<file path="src/rtl/core/pdzt_pkg.sv">
// shared types and constants for the plane depth z-buffer test core
// no dependencies
package pdzt_pkg;

    localparam int DATA_W     = 32;
    localparam int FOCAL_W    = 10;
    localparam int WIDTH_W    = 10;
    localparam int HEIGHT_W   = 9;
    localparam int PX_W       = 9;
    localparam int PY_W       = 8;
    localparam int DELTA_W    = 11;
    localparam int PROD_W     = 44;
    localparam int DEN_W      = 46;
    localparam int NUM_W      = 43;
    localparam int NUM_SHIFT  = 17;
    localparam int DIVIDEND_W = NUM_W + NUM_SHIFT;
    localparam int PADDR_W    = 5;

    localparam logic [DATA_W-1:0] DEPTH_INF = '1;

    typedef enum logic [2:0] {
        REG_NORMAL_X       = 3'd0,
        REG_NORMAL_Y       = 3'd1,
        REG_NORMAL_Z       = 3'd2,
        REG_PLANE_CONSTANT = 3'd3,
        REG_FOCAL_LENGTH   = 3'd4,
        REG_SCREEN_WIDTH   = 3'd5,
        REG_SCREEN_HEIGHT  = 3'd6
    } reg_index_t;

    typedef enum logic [0:0] {
        OP_TEST  = 1'b0,
        OP_CLEAR = 1'b1
    } opcode_t;

    typedef enum logic [1:0] {
        KIND_TEST,
        KIND_CLEAR,
        KIND_SKIP
    } kind_t;

    typedef enum logic [3:0] {
        ST_SWEEP,
        ST_IDLE,
        ST_MX,
        ST_MY,
        ST_MZ,
        ST_NUM,
        ST_CHK,
        ST_DIV,
        ST_CMP,
        ST_EMIT
    } back_state_t;

    typedef struct packed {
        logic init_busy;
    } back_status_t;

endpackage

</file>
<file path="src/rtl/core/pdzt_queue.sv">
// two-entry transaction queue between front and back
// depends on nothing but its type parameter
module pdzt_queue #(
    parameter type entry_t = logic
) (
    input  logic   clk,
    input  logic   rst_n,
    input  logic   push,
    input  entry_t push_data,
    input  logic   pop,
    output entry_t pop_data,
    output logic   full,
    output logic   empty
);

    entry_t     slot_reg [2];
    logic       wr_ptr_reg;
    logic       wr_ptr_next;
    logic       rd_ptr_reg;
    logic       rd_ptr_next;
    logic [1:0] count_reg;
    logic [1:0] count_next;

    assign full     = (count_reg == 2'd2);
    assign empty    = (count_reg == 2'd0);
    assign pop_data = slot_reg[rd_ptr_reg];

    always_comb
    begin
        wr_ptr_next = wr_ptr_reg ^ push;
        rd_ptr_next = rd_ptr_reg ^ pop;
        count_next  = count_reg + 2'(push) - 2'(pop);
    end

    always_ff @(posedge clk or negedge rst_n)
    begin
        if (!rst_n)
        begin
            wr_ptr_reg <= 1'b0;
            rd_ptr_reg <= 1'b0;
            count_reg  <= 2'd0;
        end
        else
        begin
            wr_ptr_reg <= wr_ptr_next;
            rd_ptr_reg <= rd_ptr_next;
            count_reg  <= count_next;
        end
    end

    always_ff @(posedge clk)
    begin
        if (push)
        begin
            slot_reg[wr_ptr_reg] <= push_data;
        end
    end

endmodule

</file>
<file path="src/rtl/core/pdzt_front.sv">
// front end: accepts pixel transactions, classifies them, forms offsets and store address
// depends on pdzt_pkg and pdzt_queue
module pdzt_front
    import pdzt_pkg::*;
#(
    parameter int X_SIZE = 512,
    parameter int Y_SIZE = 256,
    parameter int ADDR_W = 17
) (
    input  logic                clk,
    input  logic                rst_n,
    input  logic                in_valid,
    output logic                in_ready,
    input  logic                opcode,
    input  logic [PX_W-1:0]     pixel_x,
    input  logic [PY_W-1:0]     pixel_y,
    input  logic [WIDTH_W-1:0]  screen_width,
    input  logic [HEIGHT_W-1:0] screen_height,
    input  back_status_t        status,
    input  logic                pop,
    output logic                empty,
    output logic [1:0]          head_kind,
    output logic [DELTA_W-1:0]  head_dx2,
    output logic [DELTA_W-1:0]  head_dy2,
    output logic [ADDR_W-1:0]   head_addr
);

    typedef struct packed {
        kind_t               kind;
        logic [DELTA_W-1:0]  dx2;
        logic [DELTA_W-1:0]  dy2;
        logic [ADDR_W-1:0]   addr;
    } entry_t;

    entry_t new_entry;
    entry_t head;
    logic   full;
    logic   push;
    logic   in_range;

    assign in_ready = !full && !status.init_busy;
    assign push     = in_valid && in_ready;

    always_comb
    begin
        in_range = (32'(pixel_x) < 32'(X_SIZE)) && (32'(pixel_y) < 32'(Y_SIZE));
        new_entry.dx2  = DELTA_W'({pixel_x, 1'b0}) - DELTA_W'(screen_width);
        new_entry.dy2  = DELTA_W'({pixel_y, 1'b0}) - DELTA_W'(screen_height);
        new_entry.addr = ADDR_W'(32'(pixel_x) * 32'(Y_SIZE) + 32'(pixel_y));
        if (opcode == OP_CLEAR)
        begin
            new_entry.kind = KIND_CLEAR;
        end
        else if (!in_range)
        begin
            new_entry.kind = KIND_SKIP;
        end
        else
        begin
            new_entry.kind = KIND_TEST;
        end
    end

    pdzt_queue #(
        .entry_t (entry_t)
    ) u_queue (
        .clk       (clk),
        .rst_n     (rst_n),
        .push      (push),
        .push_data (new_entry),
        .pop       (pop),
        .pop_data  (head),
        .full      (full),
        .empty     (empty)
    );

    assign head_kind = head.kind;
    assign head_dx2  = head.dx2;
    assign head_dy2  = head.dy2;
    assign head_addr = head.addr;

endmodule

</file>
<file path="config.mk">
export PLATFORM = sky130hd
export DESIGN_NAME = pdzt_front
export DESIGN_NICKNAME = d
export VERILOG_FILES = /design/src/rtl/core/pdzt_pkg.sv /design/src/rtl/core/pdzt_queue.sv /design/src/rtl/core/pdzt_front.sv
export SDC_FILE = /design/constraint.sdc
export NUM_CORES = 1
export LEC_CHECK = 0
export ABC_AREA = 1
export BUFFER_PORTS_ARGS = -buffer_cell sky130_fd_sc_hd__buf_2
export CAP_MARGIN = 20
export CORE_MARGIN = 2
export CORE_UTILIZATION = 30
export CTS_CLUSTER_SIZE = 8
export DETAILED_ROUTE_END_ITERATION = 8
export GPL_ROUTABILITY_DRIVEN = 0
export PLACE_DENSITY = 0.59
export SETUP_SLACK_MARGIN = 0.15
export SYNTH_ARGS = -nofsm -noshare
export SYNTH_HDL_FRONTEND = slang
export SYNTH_SLANG_ARGS = --single-unit
</file>
<file path="constraint.sdc">
create_clock -name clk -period 6.6 [get_ports clk]
set_input_delay 0.33 -clock clk [delete_from_list [all_inputs] [get_ports clk]]
set_output_delay 0.33 -clock clk [all_outputs]
set_load 0.05 [all_outputs]
</file>
=== Word level (Yosys, flattened, before mapping) ===
Memory sizes are Yosys's and may differ from the RTL's.
Cells that the tools add are included.
Widths: inputs -> output; s select.

* Input bits: 42
* Memories: 1
* RAM bits: 80
* Output and inout port bits: 43
* Logic and storage cells: 20
* Register bits: 4

* Bitwise gates (word level): 2
* Mux-type cells: 3
* Reduce and logical (&&, ||, !) cells: 5
* Add/sub/neg operators: 5
* Eq/ne operators: 1

{| class="wikitable"
|+ Memory list
! memory !! depth !! bits a word !! read ports !! clocked after memory_dff !! wr ports !! line !! RTL
|-
| u_queue.slot_reg || 2 || 40 || 1 || 0 || 1 || pdzt_queue.sv:16 || <nowiki>entry_t slot_reg [2];</nowiki>
|}

{| class="wikitable"
|+ Operators by type and width
! operator !! number
|-
| $add 17x8->17 || 1
|-
| $sub 10x10->11 || 1
|-
| $sub 9x9->10 || 1
|-
| $mux 1 || 3
|-
| $add 2x1->2 || 1
|-
| $eq 2x2->1 const B || 1
|-
| $logic_and 1x1->1 || 2
|-
| $logic_not 1->1 || 2
|-
| $logic_not 2->1 || 1
|-
| $sub 2x1->2 || 1
|-
| $xor 1x1->1 || 2
|}

=== Logic depth before layout (Yosys ltp) ===
* Depth in word-level cells: 6
* Gate-level depth with buffers: 10
* Gate-level depth less buffers: 10

=== By module ===
Synthesis repeated with hierarchy kept, for this count alone.

* Cells, all modules: 408
* Area total of the unflattened synthesis: 4344.2 µm²

{| class="wikitable"
|+ By module, submodules not included
! module !! sequential area each (µm²) !! times used !! cells each !! area an instance (µm²)
|-
| pdzt_queue || 2562.5 || 1 || 238 || 3425.8
|-
| pdzt_front || 0.0 || 1 || 170 || 918.4
|}

=== Least setup slack after synthesis ===
Ideal clock, no wire load.

* Path kind: register to register
* From: reg u_queue.count_reg[1]
* To: mem u_queue.slot_reg[1][0] (netlist name) (enable)
* Cell stages (with the launch flop): 4
* Library setup time: 400 ps
* Data required time: 6200 ps
* Period minus slack after synthesis: 2903 ps
* Path buffers: 0
* Slack: 3697 ps
* Data arrival time: 2503 ps
* Path through: dfrtp_1 -> a21oi_1 -> and2_1 -> ha_1

* Longest elaborated chain between the ends: 6

{| class="wikitable"
|+ Ends and longest elaborated chain
! item !! line !! RTL
|-
| from (decl) || pdzt_queue.sv:21 || <nowiki>logic [1:0] count_reg;</nowiki>
|-
| from (signal assigned) || pdzt_queue.sv:47 || <nowiki>count_reg <= count_next;</nowiki>
|-
| $eq 2x2->1 || pdzt_queue.sv:24 || <nowiki>assign full = (count_reg == 2'd2);</nowiki>
|-
| $logic_not 1->1 || pdzt_front.sv:41 || <nowiki>assign in_ready = !full && !status.init_busy;</nowiki>
|-
| $logic_and 1x1->1 || pdzt_front.sv:41 ||
|-
| net in_ready || pdzt_front.sv:13 || <nowiki>output logic in_ready,</nowiki>
|-
| $logic_and 1x1->1 || pdzt_front.sv:42 || <nowiki>assign push = in_valid && in_ready;</nowiki>
|-
| $mux 1 || pdzt_queue.sv:53 || <nowiki>if (push)</nowiki>
|-
| $mux 1 (implied by the code) || pdzt_queue.sv:55 || <nowiki>slot_reg[wr_ptr_reg] <= push_data;</nowiki>
|-
| to (decl) || pdzt_queue.sv:16 ||
|}

The timed path passes the listed nets, and every way through them passes these cells.

=== Final worst setup path ===
* From: reg u_queue.rd_ptr_reg
* To: out head_dx2[8]

* Longest elaborated chain between the ends: 1

{| class="wikitable"
|+ Ends and longest elaborated chain
! item !! line !! RTL
|-
| from (decl) || pdzt_queue.sv:19 || <nowiki>logic rd_ptr_reg;</nowiki>
|-
| from (signal assigned) || pdzt_queue.sv:46 || <nowiki>rd_ptr_reg <= rd_ptr_next;</nowiki>
|-
| $mem_v2 2x40 || n/a ||
|-
| to (decl) || pdzt_front.sv:23 || <nowiki>output logic [DELTA_W-1:0] head_dx2,</nowiki>
|}

Every way passes these cells.

==> impl_results.md <==
- Status: finished, final reports clean
- Total power: 1.96 mW
- Final Util: 38.1%
- DRT iter0 DRCs: 123
- Reg-to-Reg End: u_queue.slot_reg[0][7]$_DFFE_PP_
- Cell Rows: 41
- Clk sinks: 82
- ANT nets after route: 0
- Worst Hold Class: in -> reg
- FILL cells: 1297
- Critical Path Start Type: flip-flop
- Routed met2 length: 3.85 mm
- Fin. Hold Viols: 0
- Port Buffer Count: 83
- Final period util: 35.3%
- Avg Synthesized Cell Area: 12.7 sq um
- Met3 WL post-DR: 417 microns
- Max Slew Vio Count: 0
- WS Path Type: reg -> out
- Min Tclk post-route: 2.33 ns
- Max reg flops: 78
- Post-synth EDFFs: 78
- Post-Syn Area: 0.00395 sq mm
- Setup TNS: 0 ns
- DR vias/cell: 4.32
- Worst reg-to-reg setup slack: 4.54 ns
- Vias: 2489
- Post-route cell area: 0.00484 sq mm
- Vias in the first global route: 2580
- Synth area leader: edfxtp_1
- Share of cells above drive strength 1: 35.1%
- Placement Cell Area: 0.00454 sq mm
- Ys async rst share: 4.88%
- Clk_skew: 0.00679 ns
- Worst-Margin Slew: 1.02 ns
- Antenna violations before repair: 0
- Share of the synthesized area in the top cell type: 59.4%
- # setup viols final: 0
- Clock root buffer: clkbuf_16
- Post-synth cell types: 22
- H-tree Lvls: 3
- # Post-CTS Setup Buffers: 0
- Worst-Skew Late Latency: 0.33 ns
- Mapped Cells: 310
- Critical path origin: u_queue.rd_ptr_reg$_DFF_PN0_
- Worst setup EP type: output port
- Post-cts sizing count: 0
- Global Route Usage Sum: 11.9%
- Leakage: 2.07 nW
- Pwr dens: 404 mW/mm^2
- Max Fclk: 0.430 GHz
- Die area: 0.0141 sq mm
- Reg clk slew, reported paths: 0.06 ns
- Die Height: 119 microns
- Die Wd: 119 microns
- Drt wl/cell: 13.6 microns
- Yosys Warn Count: 0
- Synth top area cells: edfxtp_1 (59%), mux2_2 (11%), ha_1 (6.7%)
- Ant diodes: 0
- Congestion Overflow GR: 0
- CTS tree: built
- Num ports: 85
- Top FF cell, synth: edfxtp_1
- RSZ-0062 raised after global routing: no
- Seq/Total Area, Yosys: 61.9%
- Total CTS buffers: 9
- Worst Hold Slack: 0.198 ns
- Core area: 0.0127 sq mm
- FF-to-FF path depth: 3
- Register bit count reported by yosys: 82
- VDD IR max: 154 uV
- Relative slew slack: 32.1%
- First-pass GRT wire length: 12.8 mm
- Max layer used: met4
- Worst r2r src: u_queue.count_reg[1]$_DFF_PN0_
- Final WL: 7.86 mm
- Critical path arrival: 2.00 ns
- NumNets Final: 464
- Clock Tree Buf Depth: 2
- Drt pass-1 iters: 4
- Largest net degree at the start of global routing: 41
- Area growth syn-to-layout: 22.7%
- Worst EP required: 6.27 ns
- Max Cap Viol: 0
- Final HPWL DP: 5.62 mm
- # DRC: 0
- Critical Path Sink: head_dx2[8]
- Syn_nets: 375
- Initial Util: 31.0%
- Post-Route M1 WL: 3.53 mm
- CP max FO: 40
what timing repair did:
action | CTS | global route
endpoints found under the hold margin | 4 | 0
setup endpoints to repair | 0 | 0
hold buffers | 1 | 0
stage by stage:
stage / setup WS, ns / instances
after floorplan: 3.70 / 310
after global placement: 4.52 / 559
after detailed placement: 4.48 / 559
after CTS: 4.21 / 576
after global routing: 4.14 / 576
final: 4.27 / 576
cell type report:
type                       instances  area [sq um]  share of cell area, %
timing repair buffer              84           425                   8.78
inverter                          42           158                   3.25
clock buffer                      10           229                   4.73
tap                              172           215                   4.44
multi-input combinational        180          1310                   27.0
sequential                        82          2440                   50.5
clock inverter                     6          66.3                   1.37
synthesized netlist by cell type, types with 2 or more instances:
cell type  instances
o21bai_1           2
ha_1              21
mux2_2            39
nand2_1           56
a21oi_1           12
buf_4              6
edfxtp_1          78
xnor2_1            3
fa_1               2
inv_1             42
nor2_1            13
dfrtp_1            4
nor3_1             2
nand3_1           16
xor2_1             7
per-layer routing:
layer / vias to the layer above / GRT usage, %
li1: 1243 / -
met1: 1154 / 14.5
met2: 85 / 20.0
met3: 7 / 3.47
met4: 0 / 3.79
met5: - / 0
cell families after synthesis:
family / share of synthesized area, %
flops: 61.9
xor+xnor: 2.22
simple gates: 9.32
buf+inv: 5.14
mux: 11.1
other cells: 0.0950
fa+ha+maj: 7.67
compound gates: 2.54
worst max-delay path, cell delays in order, from the launching register on:
cell,delay (ns)
dfrtp_2,0.99
mux2_2,0.45
buf_2,0.22
report_power, final:
group	switching, mW	internal [mW]
Clock	0.191	0.293
Sequential	0.0668	0.665
Combinational	0.520	0.221
how the worst min path moves through the flow:
stage / start / end / cells past startpoint / slack (ns)
6_report: opcode / u_queue.slot_reg[0][39]$_DFFE_PP_ / 1 / 0.20
5_1_grt: opcode / u_queue.slot_reg[0][39]$_DFFE_PP_ / 1 / 0.19
4_1_cts: opcode / u_queue.slot_reg[0][39]$_DFFE_PP_ / 1 / 0.18
3_5_place_dp: rst_n / u_queue.count_reg[1]$_DFF_PN0_ / 1 / 0.14
3_3_place_gp: rst_n / u_queue.count_reg[1]$_DFF_PN0_ / 1 / 0.14
2_1_floorplan: rst_n / u_queue.count_reg[0]$_DFF_PN0_ / 0 / 0.03
layout by cell type, fill, tap and decap left out:
cell and n:
nor3_1 2, nand2_1 56, a21oi_2 1, xor2_1 7, dfrtp_1 3, bufinv_16 1
fa_1 2, xnor2_1 3, ha_1 19, dfrtp_2 1, nand3_1 16, clkbuf_1 1
inv_6 1, o21a_1 1, o21ai_2 1, nor2_1 13, and2_1 1, nand2_2 1
edfxtp_1 78, nand4_1 1, mux2_2 39, inv_1 42, o21bai_1 2, clkinvlp_4 2
a21oi_1 12, buf_2 83, conb_1 1, ha_2 2, clkinv_1 1, clkbuf_16 9
clkinv_4 1, dlygate4sd3_1 1
Power figures use the tool's default switching activity.
